**src/sv/mcrp_pkg.sv**
```systemverilog
// ----------------------------------------------------------------------------
// Motor command ramp profile package
// Shared widths, operation and phase codes, and the divider status type.
// ----------------------------------------------------------------------------
package mcrp_pkg;

  localparam int RAMP_TIME_BITS = 16;
  localparam int ELAPSED_W      = RAMP_TIME_BITS + 2;
  localparam int CMD_W          = 8;
  localparam int DELTA_W        = CMD_W + 1;
  localparam int PROD_W         = CMD_W + RAMP_TIME_BITS;
  localparam int CNT_W          = $clog2(PROD_W);
  localparam int QUOT_KEEP_W    = CMD_W + 1;

  localparam int OP_W           = 2;
  localparam int SPEED_W        = 7;
  localparam int RAMP_MS_W      = 16;
  localparam int PHASE_W        = 2;
  localparam int IN_TDATA_W     = 24;
  localparam int OUT_TDATA_W    = 16;
  localparam int CFG_INDEX_W    = 1;
  localparam int CFG_DATA_W     = 8;

  localparam logic [SPEED_W-1:0] SPEED_MAX   = 7'd100;
  localparam int                 SCALE_W     = 27;
  localparam int                 SCALE_SHIFT = 19;
  localparam logic [19:0]        SPEED_RECIP = 20'd665861;

  localparam logic [OP_W-1:0] OP_TICK = 2'd0;
  localparam logic [OP_W-1:0] OP_SET  = 2'd1;
  localparam logic [OP_W-1:0] OP_STOP = 2'd2;

  localparam logic [PHASE_W-1:0] PH_ACCEL = 2'd0;
  localparam logic [PHASE_W-1:0] PH_HOLD  = 2'd1;
  localparam logic [PHASE_W-1:0] PH_DECEL = 2'd2;
  localparam logic [PHASE_W-1:0] PH_STOP  = 2'd3;

  localparam logic [CFG_INDEX_W-1:0] REG_STOP_LEVEL  = 1'd0;
  localparam logic [CFG_INDEX_W-1:0] REG_LADDER_MODE = 1'd1;

  localparam logic [CMD_W-1:0] STOP_LEVEL_RESET = 8'd127;
  localparam logic [CMD_W-1:0] CMD_MAX          = 8'd255;

  typedef struct packed {
    logic done;
    logic rem_nonzero;
  } div_status_t;

endpackage

```
**src/sv/motor_command_ramp_profile_core.sv**
```systemverilog
// ----------------------------------------------------------------------------
// Motor command ramp profile core
// Trapezoidal speed ramp generator for an 8-bit motor command byte.
// ----------------------------------------------------------------------------
// A set transaction loads the ramp registers and gives no result; a stop
// goes to ST_EMIT. A ramp-phase tick passes ST_PHASE, ST_MUL, ST_DIVGO,
// ST_DIV (the serial divider retires one quotient bit per cycle of the
// 24-bit product) and ST_FIN; hold and stopped ticks go from ST_PHASE to
// ST_EMIT, and a tick with no result returns to idle. The block accepts
// one transaction at a time, and a result waits in the output register; a
// new result is held back while that register is still full.
module motor_command_ramp_profile_core (
  input  logic                                  clk,
  input  logic                                  rst,
  input  logic                                  s_tvalid,
  output logic                                  s_tready,
  // direction [0], speed_percent [7:1], ramp_ms [23:8]
  input  logic [mcrp_pkg::IN_TDATA_W-1:0]       s_tdata,
  // operation [1:0]
  input  logic [mcrp_pkg::OP_W-1:0]             s_tuser,
  output logic                                  m_tvalid,
  input  logic                                  m_tready,
  // motor_command [7:0], phase [9:8], zero [15:10]
  output logic [mcrp_pkg::OUT_TDATA_W-1:0]      m_tdata,
  input  logic                                  cfg_we,
  input  logic [mcrp_pkg::CFG_INDEX_W-1:0]      cfg_index,
  input  logic [mcrp_pkg::CFG_DATA_W-1:0]       cfg_data
);
  import mcrp_pkg::*;

  typedef enum logic [2:0] {
    ST_IDLE,
    ST_PHASE,
    ST_MUL,
    ST_DIVGO,
    ST_DIV,
    ST_FIN,
    ST_EMIT
  } state_t;

  state_t state;

  logic [CMD_W-1:0]          stop_level;
  logic                      ladder_mode;
  logic [ELAPSED_W-1:0]      elapsed;
  logic [CMD_W-1:0]          present;
  logic [CMD_W-1:0]          ramp_start;
  logic signed [DELTA_W-1:0] ramp_delta;
  logic                      moving_backwards;
  logic [RAMP_TIME_BITS-1:0] ramp_length;

  logic [ELAPSED_W-1:0]      e_cur;
  logic [CMD_W-1:0]          mag;
  logic                      neg;
  logic                      is_decel;
  logic [RAMP_TIME_BITS-1:0] x_val;
  logic [PROD_W-1:0]         prod;
  logic [CMD_W-1:0]          res_cmd;
  logic [PHASE_W-1:0]        res_phase;
  logic [CMD_W-1:0]          out_cmd;
  logic [PHASE_W-1:0]        out_phase;
  logic                      out_valid;

  logic                      in_fire;
  logic [OP_W-1:0]           op;
  logic                      in_dir;
  logic [SPEED_W-1:0]        in_speed;
  logic [RAMP_MS_W-1:0]      in_ramp;

  logic [SPEED_W-1:0]        spd_sat;
  logic [SCALE_W-1:0]        scale_prod;
  logic [CMD_W-1:0]          spd_scaled;
  logic signed [CMD_W+1:0]   target_raw;
  logic [CMD_W-1:0]          target;
  logic signed [DELTA_W-1:0] delta_set;
  logic signed [DELTA_W-1:0] delta_hold;
  logic [DELTA_W-1:0]        delta_abs;

  logic [ELAPSED_W-1:0]      t1;
  logic [ELAPSED_W-1:0]      t2;
  logic [ELAPSED_W-1:0]      t3;
  logic [ELAPSED_W-1:0]      e_dec;

  logic                      div_start;
  logic [PROD_W-1:0]         div_quot;
  div_status_t               div_stat;
  logic [QUOT_KEEP_W-1:0]    q_mag;
  logic signed [CMD_W+2:0]   q_signed;
  logic signed [CMD_W+2:0]   v_sum;
  logic [CMD_W-1:0]          lo;
  logic [CMD_W-1:0]          hi;
  logic [CMD_W-1:0]          v_clamp;
  logic                      out_free;

  assign op       = s_tuser;
  assign in_dir   = s_tdata[0];
  assign in_speed = s_tdata[SPEED_W:1];
  assign in_ramp  = s_tdata[IN_TDATA_W-1:SPEED_W+1];

  assign s_tready = (state == ST_IDLE);
  assign in_fire  = s_tvalid && s_tready;
  assign out_free = !out_valid || m_tready;

  // Speed scaling by 127/100 through a reciprocal multiply.
  assign spd_sat    = (in_speed > SPEED_MAX) ? SPEED_MAX : in_speed;
  assign scale_prod = SCALE_W'(spd_sat) * SCALE_W'(SPEED_RECIP);
  assign spd_scaled = scale_prod[SCALE_SHIFT+CMD_W-1:SCALE_SHIFT];

  always_comb begin
    if (in_dir) begin
      target_raw = $signed({2'b00, stop_level}) - $signed({2'b00, spd_scaled});
    end else begin
      target_raw = $signed({2'b00, stop_level}) + $signed({2'b00, spd_scaled});
    end
    if (target_raw < 0) begin
      target = '0;
    end else if (target_raw > $signed({2'b00, CMD_MAX})) begin
      target = CMD_MAX;
    end else begin
      target = target_raw[CMD_W-1:0];
    end
  end

  assign delta_set  = $signed({1'b0, target}) - $signed({1'b0, present});
  assign delta_hold = $signed({1'b0, present}) - $signed({1'b0, stop_level});
  assign delta_abs  = ramp_delta[DELTA_W-1] ? DELTA_W'(-ramp_delta) : ramp_delta;

  assign t1    = ELAPSED_W'(ramp_length);
  assign t2    = t1 << 1;
  assign t3    = t2 + t1;
  assign e_dec = e_cur - t2;

  assign div_start = (state == ST_DIVGO);

  mcrp_divider u_div (
    .clk      (clk),
    .rst      (rst),
    .start    (div_start),
    .dividend (prod),
    .divisor  (ramp_length),
    .quotient (div_quot),
    .status   (div_stat)
  );

  // Floor division of a signed numerator from the unsigned quotient.
  assign q_mag = div_quot[QUOT_KEEP_W-1:0];

  always_comb begin
    if (neg) begin
      q_signed = -$signed({2'b00, q_mag}) - $signed({10'd0, div_stat.rem_nonzero});
    end else begin
      q_signed = $signed({2'b00, q_mag});
    end
    v_sum = $signed({3'b000, ramp_start}) + q_signed;
    if (is_decel && !moving_backwards) begin
      lo = stop_level;
    end else begin
      lo = '0;
    end
    if (is_decel && moving_backwards) begin
      hi = stop_level;
    end else begin
      hi = CMD_MAX;
    end
    if (v_sum < $signed({3'b000, lo})) begin
      v_clamp = lo;
    end else if (v_sum > $signed({3'b000, hi})) begin
      v_clamp = hi;
    end else begin
      v_clamp = v_sum[CMD_W-1:0];
    end
  end

  always_ff @(posedge clk) begin
    if (rst) begin
      state            <= ST_IDLE;
      stop_level       <= STOP_LEVEL_RESET;
      ladder_mode      <= 1'b1;
      elapsed          <= '0;
      present          <= STOP_LEVEL_RESET;
      ramp_start       <= STOP_LEVEL_RESET;
      ramp_delta       <= '0;
      moving_backwards <= 1'b0;
      ramp_length      <= '0;
      out_valid        <= 1'b0;
    end else begin
      if (m_tready && (state != ST_EMIT)) begin
        out_valid <= 1'b0;
      end

      if (cfg_we) begin
        case (cfg_index)
          REG_STOP_LEVEL:  stop_level  <= cfg_data;
          REG_LADDER_MODE: ladder_mode <= cfg_data[0];
          default: ;
        endcase
      end

      case (state)
        ST_IDLE: begin
          if (in_fire) begin
            case (op)
              OP_SET: begin
                moving_backwards <= in_dir;
                ramp_delta       <= delta_set;
                ramp_start       <= present;
                ramp_length      <= RAMP_TIME_BITS'(in_ramp);
                elapsed          <= '0;
              end
              OP_STOP: begin
                present   <= stop_level;
                res_cmd   <= stop_level;
                res_phase <= PH_STOP;
                state     <= ST_EMIT;
              end
              OP_TICK: begin
                e_cur <= elapsed;
                if (elapsed != {ELAPSED_W{1'b1}}) begin
                  elapsed <= elapsed + 1'b1;
                end
                state <= ST_PHASE;
              end
              default: ;
            endcase
          end
        end
        ST_PHASE: begin
          if (e_cur < t1) begin
            mag      <= delta_abs[CMD_W-1:0];
            neg      <= ramp_delta[DELTA_W-1];
            x_val    <= e_cur[RAMP_TIME_BITS-1:0];
            is_decel <= 1'b0;
            state    <= ST_MUL;
          end else if (!ladder_mode) begin
            state <= ST_IDLE;
          end else if (e_cur < t2) begin
            ramp_delta <= delta_hold;
            ramp_start <= present;
            res_cmd    <= present;
            res_phase  <= PH_HOLD;
            state      <= ST_EMIT;
          end else if (e_cur < t3) begin
            mag      <= delta_abs[CMD_W-1:0];
            neg      <= !ramp_delta[DELTA_W-1] && (ramp_delta != '0);
            x_val    <= e_dec[RAMP_TIME_BITS-1:0];
            is_decel <= 1'b1;
            state    <= ST_MUL;
          end else begin
            present   <= stop_level;
            res_cmd   <= stop_level;
            res_phase <= PH_STOP;
            state     <= ST_EMIT;
          end
        end
        ST_MUL: begin
          prod  <= PROD_W'(mag) * PROD_W'(x_val);
          state <= ST_DIVGO;
        end
        ST_DIVGO: begin
          state <= ST_DIV;
        end
        ST_DIV: begin
          if (div_stat.done) begin
            state <= ST_FIN;
          end
        end
        ST_FIN: begin
          present   <= v_clamp;
          res_cmd   <= v_clamp;
          res_phase <= is_decel ? PH_DECEL : PH_ACCEL;
          state     <= ST_EMIT;
        end
        ST_EMIT: begin
          if (out_free) begin
            out_cmd   <= res_cmd;
            out_phase <= res_phase;
            out_valid <= 1'b1;
            state     <= ST_IDLE;
          end
        end
        default: begin
          state <= ST_IDLE;
        end
      endcase
    end
  end

  assign m_tvalid = out_valid;
  assign m_tdata  = {{(OUT_TDATA_W - CMD_W - PHASE_W){1'b0}}, out_phase, out_cmd};

endmodule

```
**src/sv/mcrp_divider.sv**
```systemverilog
// ----------------------------------------------------------------------------
// Motor command ramp profile serial divider
// Restoring unsigned divider that produces one quotient bit per cycle.
// ----------------------------------------------------------------------------
module mcrp_divider (
  input  logic                                 clk,
  input  logic                                 rst,
  input  logic                                 start,
  input  logic [mcrp_pkg::PROD_W-1:0]          dividend,
  input  logic [mcrp_pkg::RAMP_TIME_BITS-1:0]  divisor,
  output logic [mcrp_pkg::PROD_W-1:0]          quotient,
  output mcrp_pkg::div_status_t                status
);
  import mcrp_pkg::*;

  logic [RAMP_TIME_BITS-1:0] rem;
  logic [PROD_W-1:0]         dq;
  logic [CNT_W-1:0]          cnt;
  logic                      busy;
  logic                      done;
  logic [RAMP_TIME_BITS:0]   trial;
  logic [RAMP_TIME_BITS:0]   diff;
  logic                      fits;

  assign trial = {rem, dq[PROD_W-1]};
  assign diff  = trial - {1'b0, divisor};
  assign fits  = ~diff[RAMP_TIME_BITS];

  always_ff @(posedge clk) begin
    if (rst) begin
      busy <= 1'b0;
      done <= 1'b0;
      cnt  <= '0;
    end else begin
      done <= 1'b0;
      if (start) begin
        busy <= 1'b1;
        cnt  <= '0;
        rem  <= '0;
        dq   <= dividend;
      end else if (busy) begin
        rem <= fits ? diff[RAMP_TIME_BITS-1:0] : trial[RAMP_TIME_BITS-1:0];
        dq  <= {dq[PROD_W-2:0], fits};
        cnt <= cnt + 1'b1;
        if (cnt == CNT_W'(PROD_W - 1)) begin
          busy <= 1'b0;
          done <= 1'b1;
        end
      end
    end
  end

  assign quotient           = dq;
  assign status.done        = done;
  assign status.rem_nonzero = |rem;

endmodule

```
**config.mk**
```make
export PLATFORM = sky130hd
export DESIGN_NAME = motor_command_ramp_profile_core
export DESIGN_NICKNAME = d
export VERILOG_FILES = /design/src/sv/mcrp_pkg.sv /design/src/sv/motor_command_ramp_profile_core.sv /design/src/sv/mcrp_divider.sv
export SDC_FILE = /design/constraint.sdc
export NUM_CORES = 1
export LEC_CHECK = 0
export BUFFER_PORTS_ARGS = -buffer_cell sky130_fd_sc_hd__buf_2
export CAP_MARGIN = 15
export CORE_MARGIN = 5
export CORE_UTILIZATION = 50
export DETAILED_ROUTE_END_ITERATION = 6
export PLACE_DENSITY = 0.67
export REMOVE_ABC_BUFFERS = 1
export SLEW_MARGIN = 25
export SYNTH_ARGS = -nofsm -noshare
export SYNTH_HDL_FRONTEND = slang
export SYNTH_SLANG_ARGS = --single-unit
```
**constraint.sdc**
```tcl
create_clock -name clk -period 8.25 [get_ports clk]
set_input_delay 0.825 -clock clk [delete_from_list [all_inputs] [get_ports clk]]
set_output_delay 0.825 -clock clk [all_outputs]
set_load 0.01 [all_outputs]
```
## Word level (Yosys, flattened, before mapping)

Index checks and enable logic that the tools add are counted.

| word-level totals | value |
|---|---|
| flip-flop bits (word level) | 208 |
| output and inout port bits | 18 |
| logic and storage cells | 189 |

| operators by class | value |
|---|---|
| add/sub/neg operators | 13 |
| $mul | 2 |
| magnitude comparators | 8 |
| equality and inequality tests | 25 |
| mux-type cells | 78 |
| bitwise gates (word level) | 4 |
| reductions and logical operators | 34 |

Operator list:

| operator | number |
|---|---|
| two-way mux 8 bit | 25 |
| two-way mux 16 bit | 6 |
| two-way mux 24 bit | 2 |
| case mux 8 bit (3 select lines) | 2 |
| two-way mux 9 bit | 5 |
| case mux 18 bit (2 select lines) | 1 |
| multiplier 7 x 20 -> 27 bit, second input constant | 1 |
| subtractor 8 x 8 -> 9 bit | 3 |
| multiplier 8 x 16 -> 24 bit | 1 |
| two-way mux 3 bit | 7 |
| case mux 3 bit (7 select lines) | 1 |
| adder 17 x 16 -> 18 bit | 1 |
| adder 18 x 1 -> 18 bit, second input constant | 1 |
| less-than comparator 18 x 16 -> 1 bit | 1 |
| less-than comparator 18 x 17 -> 1 bit | 1 |
| less-than comparator 18 bit | 1 |
| two-way mux 18 bit | 1 |
| != test 18 bit, second input constant | 1 |
| case mux 9 bit (2 select lines) | 1 |
| subtractor 17 x 16 -> 17 bit | 1 |
| != test 2 bit, second input constant | 8 |
| case mux 8 bit (2 select lines) | 1 |
| OR reduction 16 bit | 1 |
| subtractor 16 bit | 1 |
| 44 further kinds | 90 |

## Logic depth before layout (Yosys ltp)

Gate-level depths: netlist of the first run.

| logic depth | value |
|---|---|
| depth after elaboration | 12 |
| depth in mapped cells | 37 |
| gate-level depth less buffers | 37 |

## Hierarchy

From an unflattened synthesis of the first run, not the netlist that was laid out.

| unflattened totals | value |
|---|---|
| cells, all modules | 2043 |
| area, all modules | 19008.2 um^2 |

By module, submodules not included:

| module | instances | cells an instance | area each (um^2) | sequential area each (um^2) |
|---|---|---|---|---|
| motor_command_ramp_profile_core | 1 | 1757 | 15889.0 | 4103.9 |
| mcrp_divider | 1 | 286 | 3119.2 | 1341.3 |

## Worst setup path after synthesis of the first run

OpenSTA, ideal clock, no wires.

| path | value |
|---|---|
| kind | input port to flip-flop |
| from | in s_tdata[5] (netlist name) |
| to | reg ramp_delta[8] |
| library setup time | 0.086 ns |
| arrival | 7.354 ns |
| path slack | 0.811 ns |
| cell stages on the path | 34 |
| buffers on the path | 1 |
| cell sequence | o311ai_0 -> and2_1 -> ha_1 -> ha_1 -> fa_1 -> ha_1 -> ha_1 -> o21a_1 -> o21a_1 -> o41ai_1 -> o21ai_0 -> o41ai_2 -> xnor2_1 -> inv_1 -> fa_1 -> a21oi_1 -> nor2_1 -> o21bai_1 -> a21oi_1 -> o21ai_0 -> a21oi_1 -> or3b_2 -> clkbuf_1 -> o311a_1 -> ha_1 -> nor2b_1 -> o21ai_0 -> a21boi_0 -> o21ai_0 -> nand2b_1 -> a21o_1 -> a21oi_1 -> a21oi_1 -> a211oi_1 |

| on the way | value |
|---|---|
| cells in the longest elaborated chain, start to end | 12 |
| elaborated cells on any way between the ends | 14 |
| classes of those cells | add/sub: 3; mul: 1; order compare: 3; mux: 7 |

RTL lines:

| what | RTL line | RTL |
|---|---|---|
| start: declaration | motor_command_ramp_profile_core.sv:18 | `input logic [mcrp_pkg::IN_TDATA_W-1:0] s_tdata,` |
| > comparator 7 bit | motor_command_ramp_profile_core.sv:105 | `assign spd_sat = (in_speed > SPEED_MAX) ? SPEED_MAX : in_speed;` |
| two-way mux 7 bit (*) | motor_command_ramp_profile_core.sv:105 |  |
| multiplier 7 x 20 -> 27 bit (*) | motor_command_ramp_profile_core.sv:106 | `assign scale_prod = SCALE_W'(spd_sat) * SCALE_W'(SPEED_RECIP);` |
| adder 8 x 8 -> 9 bit / subtractor 8 x 8 -> 9 bit (equally long branches) | motor_command_ramp_profile_core.sv:113, motor_command_ramp_profile_core.sv:111 |  |
| two-way mux 10 bit (*) | motor_command_ramp_profile_core.sv:110 | `if (in_dir) begin` |
| > comparator 10 x 9 -> 1 bit | motor_command_ramp_profile_core.sv:117 | `end else if (target_raw > $signed({2'b00, CMD_MAX})) begin` |
| two-way mux 8 bit | motor_command_ramp_profile_core.sv:117 |  |
| two-way mux 8 bit (*) | motor_command_ramp_profile_core.sv:115 | `if (target_raw < 0) begin` |
| subtractor 8 x 8 -> 9 bit (*) | motor_command_ramp_profile_core.sv:124 | `assign delta_set = $signed({1'b0, target}) - $signed({1'b0, present});` |
| two-way mux 9 bit (*) | motor_command_ramp_profile_core.sv:202 | `case (op)` |
| two-way mux 9 bit (*) | motor_command_ramp_profile_core.sv:201 | `if (in_fire) begin` |
| case mux 9 bit (2 select lines) (*) | motor_command_ramp_profile_core.sv:199 | `case (state)` |
| end signal: assignment | motor_command_ramp_profile_core.sv:205 | `ramp_delta <= delta_set;` |
| end signal: assignment | motor_command_ramp_profile_core.sv:237 | `ramp_delta <= delta_hold;` |
| end: declaration | motor_command_ramp_profile_core.sv:48 | `logic signed [DELTA_W-1:0] ramp_delta;` |

Every way passes the cells marked *; elsewhere a longest branch is shown, timed or not. The select of a mux whose other input is x is not followed.
A chain may end at the register's enable or synchronous reset.

## Worst setup path in the final report of the first run

| path | value |
|---|---|
| from | in s_tdata[5] (netlist name) |
| to | reg ramp_delta[7] |

Same word-level chain as after synthesis.

==> metrics.md, run 1 <==
| Metric | Value |
|---|---|
| First-pass GRT wire length | `73.05 mm` |
| Fin crit period | `7.637 ns` |
| Clock net sink count | `208` |
| Register area share after synthesis | `0.2903` |
| Largest net degree at the start of global routing | `58` |
| Fmax | `0.1309 GHz` |
| Type of the worst setup path | `in -> reg` |
| Post-route setup TNS | `0 ns` |
| Cells after DPL | `2527` |
| Die X | `203.7 microns` |
| Area of the multi-input gates | `12410 sq um` |
| Hold depth | `0` |
| Avg Cell Area, Syn | `9.151 sq um` |
| Synth top area share | `0.2049` |
| CTS HTree Levels | `1` |
| RD Place Congestion | `0.8870` |
| Setup slack after layout | `0.6134 ns` |
| Clock Skew | `0.01564 ns` |
| Placed wire-length estimate | `33.80 mm` |
| Count leader, synth | `nand2_1` |
| WL final | `43.49 mm` |
| Tcrit/Tclk final | `0.9256` |
| Synth area leaders | `edfxtp_1 20%, ha_1 16%, fa_1 10%` |
| Distinct cells, synth | `82` |
| Post-Syn Area | `18760 sq um` |
| Clock buffer count from CTS | `24` |
| CP Launch Type | `primary input` |
| Vias in the first global route | `14700` |
| IO Pins | `58` |
| FILL cells | `3332` |
| Area of the core | `37310 sq um` |
| Crit-path slowest cell | `or3b_2` |
| Post-route ant nets | `0` |
| Non-filler cells, final | `2572` |
| MaxCap Viol Count | `0` |
| Pwr Density | `201.8 nW/um^2` |
| CP most frequent cell | `ha_1` |
| Initial Util | `0.5028` |
| Crit path max fanout | `9` |
| HP Start | `res_cmd[4]` |
| CP required | `8.69 ns` |
| R2R depth | `16` |
| Port bufs | `51` |
| GRT overflow | `0` |
| Async SR Flop Fraction | `0` |
| Initial antenna violation count | `0` |
| DRC | `0` |
| Net Switching | `1.489 mW` |
| Synth Flop Type | `edfxtp_1` |
| Die Y | `203.7 microns` |
| Outcome | `finished, final reports clean` |
| Endpoints failing hold | `0` |
| Syn. warnings | `0` |
| CP max stage delay | `0.55 ns` |
| Tightest hold margin | `0.4165 ns` |
| Register Area | `5445 sq um` |
| Detailed Route Iter0 Violations | `1056` |
| Clock power frac | `0.273` |
| Final Net Count | `2458` |
| Router iterations before antenna repair | `6` |
| Largest area contributor in the netlist | `edfxtp_1` |
| Seq pwr share | `0.326` |
| Worst R2R Start | `mag[7]` |
| Power Total | `4.099 mW` |
| Clock Tree Root | `clkbuf_16` |
| Row count | `71` |
| Peak VDD IR | `0.0002626 V` |
| EDFF count, synth | `128` |
| Bufs on Longest Clock Path | `3` |
| Reg-to-Reg End | `prod[22]` |
| R2r setup slk | `2.25 ns` |
| Worst Setup End Kind | `flop` |
| Setup violators final | `0` |
| CTS tree | `built` |
| Number of vias in the routed layout | `14780` |
| Antenna Cells | `0` |
| Leak | `8.890 nW` |
| Synth Register Bits | `208` |
| Syn Inst Count | `2050` |
| Worst rel slew slack | `0.3053` |
| Hold endpoint | `out_cmd[4]` |
| Pre-CTS setup slack | `0.02251 ns` |
| WL/cell | `16.91 microns` |
| Latest clock arrival within the worst-skew pair | `0.54 ns` |
| Combinational fraction of design power | `0.401` |
| Layout cells sized above 1 | `0.07150` |
| Die Area | `41490 sq um` |
| Slew Viols, Final | `0` |
| Via-to-Cell Ratio | `5.746` |
| Synth top cells by count | `258 x nand2_1, 243 x ha_1, 181 x inv_1, 155 x nor2_1` |
| P_int | `2.611 mW` |
| RSZ-0062 raised after global routing | `no` |
| Worst Path Arrival | `8.08 ns` |
| Area delta synth->final | `8.284%` |
| Slew @ Worst Pin | `1.040 ns` |
| Worst-path clk slew | `0.06 ns` |
| Worst min-delay path category | `reg -> reg` |
| Overall routing resource usage | `0.2101` |
| Sw Share | `0.3631` |
worst max-delay path: cells and delay by family:
family | cells | cell delay (ns)
AO/OA/AOI/OAI | 17 | 3.05
XOR/XNOR | 2 | 0.35
adder cells (fa/ha/maj) | 7 | 2.23
buffers and inverters | 3 | 0.42
AND/OR/NAND/NOR | 6 | 1.20
flip-flops by register name, indices dropped and copies added, names as in the netlist, 2 cells and up:
register and count:
e_cur 18, elapsed 18, mag 8, out_cmd 8, out_phase 2, present 8
prod 24, ramp_delta 9, ramp_length 16, ramp_start 8, res_cmd 8, res_phase 2
state 3, stop_level 8, u_div.cnt 5, u_div.quotient 24, u_div.rem 16, x_val 16
layout make-up:
type,count,share of cell area
multi-input combinational,1600,0.6110
sequential,208,0.2681
inverter,182,0.03363
clock buffer,25,0.02975
tap,474,0.02920
timing repair buffer,64,0.01737
clock inverter,19,0.01103
what timing repair did:
item | CTS | global route
gates resized for setup | 0 | 3
setup endpoints to repair | 0 | 2
hold buffers | 0 | 0
setup buffers | 0 | 1
placed cells by master, fill, tap and decap left out, drive strengths merged, types with 31 or more instances in the layout:
cell	synthesis	final
a21oi	128	128
and2	73	73
buf	15	64
dfxtp	80	80
edfxtp	128	128
fa	95	95
ha	243	243
inv	181	184
nand2	259	259
nand3	31	31
nor2	156	156
nor3	33	33
o21ai	89	89
xnor2	72	72
xor2	40	40
logic make-up (layout without fill, tap and decap cells):
kind of cell	count (synthesis)	after routing	synth area share
other	1	6	0.0001999
AOI/OAI and AO/OA	447	447	0.1591
muxes	34	34	0.01881
DFF	208	208	0.2903
and+or+nand+nor	663	663	0.1642
adders and majority gates	338	338	0.2635
buffers and inverters	247	290	0.05129
xor gates and xnor gates	112	112	0.05269
how the worst max path moves through the flow:
stage / end / depth (start not counted) / startpoint / slack [ns]
after floorplan: ramp_delta[8] / 33 / s_tdata[5] / 0.89
after global placement: ramp_delta[8] / 34 / s_tdata[5] / 0.19
after detailed placement: ramp_delta[8] / 36 / s_tdata[5] / 0.02
after CTS: ramp_delta[8] / 36 / s_tdata[5] / 0.53
after global routing: ramp_delta[7] / 37 / s_tdata[5] / 0.07
final: ramp_delta[7] / 35 / s_tdata[5] / 0.61
per-stage QoR:
step           utilization  area, sq um
2_1_floorplan            -        18500
3_3_place_gp        0.5219        19470
3_5_place_dp        0.5220        19480
4_1_cts             0.5442        20300
5_1_grt             0.5444        20310
6_report            0.5444        20310
power by group through the flow:
| stage | clock network (mW) | logic, mW | registers, mW |
|---|---|---|---|
| after global placement | 0 | 1.60 | 1.36 |
| after CTS | 1.14 | 1.65 | 1.34 |
| after global routing | 1.18 | 1.87 | 1.35 |
| final | 1.12 | 1.64 | 1.34 |
| after detailed placement | 0 | 1.63 | 1.36 |
| after floorplan | 0 | 1.27 | 1.32 |
metal layers:
layer	GRT usage	share of wire	vias up
met5	0	0	-
met4	0.04553	0.019	0
met3	0.02560	0.049	65
met2	0.3617	0.47	328
met1	0.2863	0.46	7112
li1	-	-	7274
Note: power is estimated with default switching activity, not from simulation.
==> run 2: changes to the inputs <==
--- a/config.mk
+++ b/config.mk
@@ -5,6 +5,7 @@
 export SDC_FILE = /design/constraint.sdc
 export NUM_CORES = 1
 export LEC_CHECK = 0
+export ABC_AREA = 1
 export BUFFER_PORTS_ARGS = -buffer_cell sky130_fd_sc_hd__buf_2
 export CAP_MARGIN = 15
 export CORE_MARGIN = 5
==> run 2 against run 1 <==
Net effect:
- combinational power grew 34%
- global-route usage grew 1.5 points
- sequential share of layout area shrank 0.63 points
- total power increased by 12%
- register-to-register slack gained 0.58 ns
- critical path depth up 6
- clock skew grew 0.012 ns
- wire length up 8.5%
- non-clock buffer count down 3
- clock power shrank 8%
- critical endpoint is now ramp_delta[8]
==> metrics.md, run 2 <==
| Metric | Value |
|---|---|
| Synth area leaders | `edfxtp_1 20%, ha_1 16%, nand2_1 11% (was edfxtp_1 20%, ha_1 16%, fa_1 10%)` |
| Clock buffer count from CTS | `24 (unchanged)` |
| Endpoints failing hold | `0 (unchanged)` |
| Crit path max fanout | `5 (was 9)` |
| Worst Path Arrival | `7.67 ns (was 8.08 ns)` |
| CTS tree | `built (unchanged)` |
| Syn. warnings | `0 (unchanged)` |
| Register area share after synthesis | `0.2821 (was 0.2903)` |
| FILL cells | `3673 (was 3332)` |
| Tcrit/Tclk final | `0.8807 (was 0.9256)` |
| Largest net degree at the start of global routing | `41 (was 58)` |
| MaxCap Viol Count | `0 (unchanged)` |
| Post-synthesis mux area share | `0 (was 0.01881)` |
| Overall routing resource usage | `0.2255 (was 0.2101)` |
| IO Pins | `58 (unchanged)` |
| Vias in the first global route | `15990 (was 14700)` |
| Via-to-Cell Ratio | `5.371 (was 5.746)` |
| Post-route setup TNS | `0 ns (unchanged)` |
| Synth Area in Simple Gates | `0.1869 (was 0.1642)` |
| Row count | `72 (was 71)` |
| Worst Setup End Kind | `flop (unchanged)` |
| Die X | `206.5 microns (was 203.7 microns)` |
| Final Net Count | `2843 (was 2458)` |
| Compound-Gate Fraction of Synth Area | `0.1360 (was 0.1591)` |
| Clock Skew | `0.02810 ns (was 0.01564 ns)` |
| Worst min-delay path category | `reg -> reg (unchanged)` |
| Worst-path clk slew | `0.07 ns (was 0.06 ns)` |
| Crit-path slowest cell | `fa_1 (was or3b_2)` |
| Worst rel slew slack | `0.4735 (was 0.3053)` |
| Number of vias in the routed layout | `16120 (was 14780)` |
| CTS HTree Levels | `1 (unchanged)` |
| Post-Synth XOR/XNOR Area | `0.04401 (was 0.05269)` |
| Async SR Flop Fraction | `0 (unchanged)` |
| Die Area | `42630 sq um (was 41490 sq um)` |
| RD Place Congestion | `0.9149 (was 0.8870)` |
| Final instance area | `20800 sq um (was 20310 sq um)` |
| Post-CTS sizing | `0 (unchanged)` |
| Latest clock arrival within the worst-skew pair | `0.53 ns (was 0.54 ns)` |
| CP Launch Type | `primary input (unchanged)` |
| WL/cell | `15.73 microns (was 16.91 microns)` |
| Adder-cell share of the synthesized area | `0.2560 (was 0.2635)` |
| Syn Inst Count | `2444 (was 2050)` |
| Clock net sink count | `208 (unchanged)` |
| Initial antenna violation count | `1 (was 0)` |
| CP most frequent cell | `nand2_1 (was ha_1)` |
| Synth Flop Type | `edfxtp_1 (unchanged)` |
| Post-route ant nets | `0 (unchanged)` |
| Slew @ Worst Pin | `0.7879 ns (was 1.040 ns)` |
| Peak VDD IR | `0.0001405 V (was 0.0002626 V)` |
| Synth top area share | `0.1991 (was 0.2049)` |
| GRT overflow | `0 (unchanged)` |
| Commonest non-fill, non-tap cells in the layout | `551 x nand2_1, 399 x inv_1, 243 x ha_1 (was 258 x nand2_1, 243 x ha_1, 181 x inv_1)` |
| Layout cells sized above 1 | `0.05961 (was 0.07150)` |
| Bufs on Longest Clock Path | `3 (unchanged)` |
| RSZ-0062 raised after global routing | `no (unchanged)` |
| Area of the core | `38470 sq um (was 37310 sq um)` |
| Die Y | `206.5 microns (was 203.7 microns)` |
| Hold_buf cts | `0 (unchanged)` |
| Router iterations before antenna repair | `5 (was 6)` |
| Antenna Cells | `0 (unchanged)` |
| Dpl cell area | `20030 sq um (was 19480 sq um)` |
| Pwr Density | `221.6 nW/um^2 (was 201.8 nW/um^2)` |
| Fmax | `0.1376 GHz (was 0.1309 GHz)` |
| Postcts setup bufs | `0 (unchanged)` |
| Initial Util | `0.5018 (was 0.5028)` |
| Post-Syn Area | `19300 sq um (was 18760 sq um)` |
| Clock Tree Root | `clkbuf_16 (unchanged)` |
| Synth top cells by count | `551 x nand2_1, 399 x inv_1, 243 x ha_1, 190 x a21oi_1, 146 x nor2_1 (was 258 x nand2_1, 243 x ha_1, 181 x inv_1, 155 x nor2_1)` |
| Most common cell after layout, fill and taps aside | `nand2_1 (unchanged)` |
| First-pass GRT wire length | `78.73 mm (was 73.05 mm)` |
| Placed wire-length estimate | `37.94 mm (was 33.80 mm)` |
| Synth Register Bits | `208 (unchanged)` |
| Detailed Route Iter0 Violations | `917 (was 1056)` |
| Leak | `10.03 nW (was 8.890 nW)` |
| Setup violators final | `0 (unchanged)` |
| Port bufs | `51 (unchanged)` |
| CP required | `8.66 ns (was 8.69 ns)` |
| Main combinational cell family by area after synthesis | `adder cells (unchanged)` |
| Type of the worst setup path | `in -> reg (unchanged)` |
| Avg Cell Area, Syn | `7.898 sq um (was 9.151 sq um)` |
| WL final | `47.20 mm (was 43.49 mm)` |
| Slew Viols, Final | `0 (unchanged)` |
| Distinct cells, synth | `57 (was 82)` |
| Count leader, synth | `nand2_1 (unchanged)` |
| DRC | `0 (unchanged)` |
| Fin crit period | `7.266 ns (was 7.637 ns)` |
| Area delta synth->final | `7.772% (was 8.284%)` |
| Largest area contributor in the netlist | `edfxtp_1 (unchanged)` |
| CP max stage delay | `0.45 ns (was 0.55 ns)` |
| EDFF count, synth | `128 (unchanged)` |
| Outcome | `finished, final reports clean (unchanged)` |
-- run 2: cell types whose count changed after synthesis, sizes merged, moves of 24 or more --
cell,previous run,this run
nand3,31,72
a21oi,128,191
nand2,259,559
xor2,40,78
inv,181,406
o21a,30,6
mux2i,24,0
o21ai,89,152
xnor2,72,19
and2,73,1
-- run 2: cell families (layout without fill, tap and decap cells) --
group	count (synthesis)	count (layout)
compound gates	459	459
fa+ha+maj	338	338
xor+xnor	97	97
simple gates	864	864
buf+inv	477	511
other cells	1	6
flops	208	208
-- run 2: report_power, final --
group	internal, mW	switching (mW)	leakage, nW
clock	0.588	0.440	0.381
sequential	1.28	0.106	1.81
combinational	0.813	1.39	7.84
total	2.68	1.93	10.0
-- run 2: path summary, 6_finish.rpt --
kind | startpoint | end | slack, ns | cells after the start
min reg2reg | res_cmd[3] | out_cmd[3] | 0.42 | 0
max reg2reg | u_div.rem[8] | res_cmd[2] | 2.83 | 27
min | res_cmd[3] | out_cmd[3] | 0.42 | 0
max | s_tdata[1] | ramp_delta[8] | 0.98 | 41
-- run 2: worst max-delay path, delay by kind of cell --
kind	cells	cell delay, ns
AO/OA/AOI/OAI	13	2.03
XOR/XNOR	1	0.24
AND/OR/NAND/NOR	14	1.54
adder cells (fa/ha/maj)	8	2.56
buffers and inverters	5	0.44
-- run 2: area by class of cell --
class | instances | area, sq um | area share
well taps | 518 | 648.1 | 0.03116
clock buffers | 30 | 675.6 | 0.03248
multi-input cells | 1764 | 12080 | 0.5807
clock inverters | 14 | 97.59 | 0.004691
inverters | 406 | 1526 | 0.07338
repair buffers | 61 | 330.3 | 0.01588
flip-flops and latches | 208 | 5445 | 0.2618
-- run 2: per-layer routing --
layer / wire length (microns) / GRT usage
met2: 21470 / 0.3714
met4: 1506 / 0.06892
met1: 21930 / 0.3076
met5: 13 / 0
met3: 2275 / 0.03436
-- run 2: through the flow --
step           instances  worst slack, ns  utilization  hold slack (ns)  power (mW)
2_1_floorplan       2378            1.501            -           0.4003       3.025
3_3_place_gp        2957           0.7963       0.5206           0.4072       3.526
3_5_place_dp        2957           0.5779       0.5206           0.4056       3.576
4_1_cts             3001            1.110       0.5407           0.4204       4.621
5_1_grt             3001           0.4003       0.5408           0.4271       5.011
6_report            3001           0.9841       0.5408           0.4199       4.610
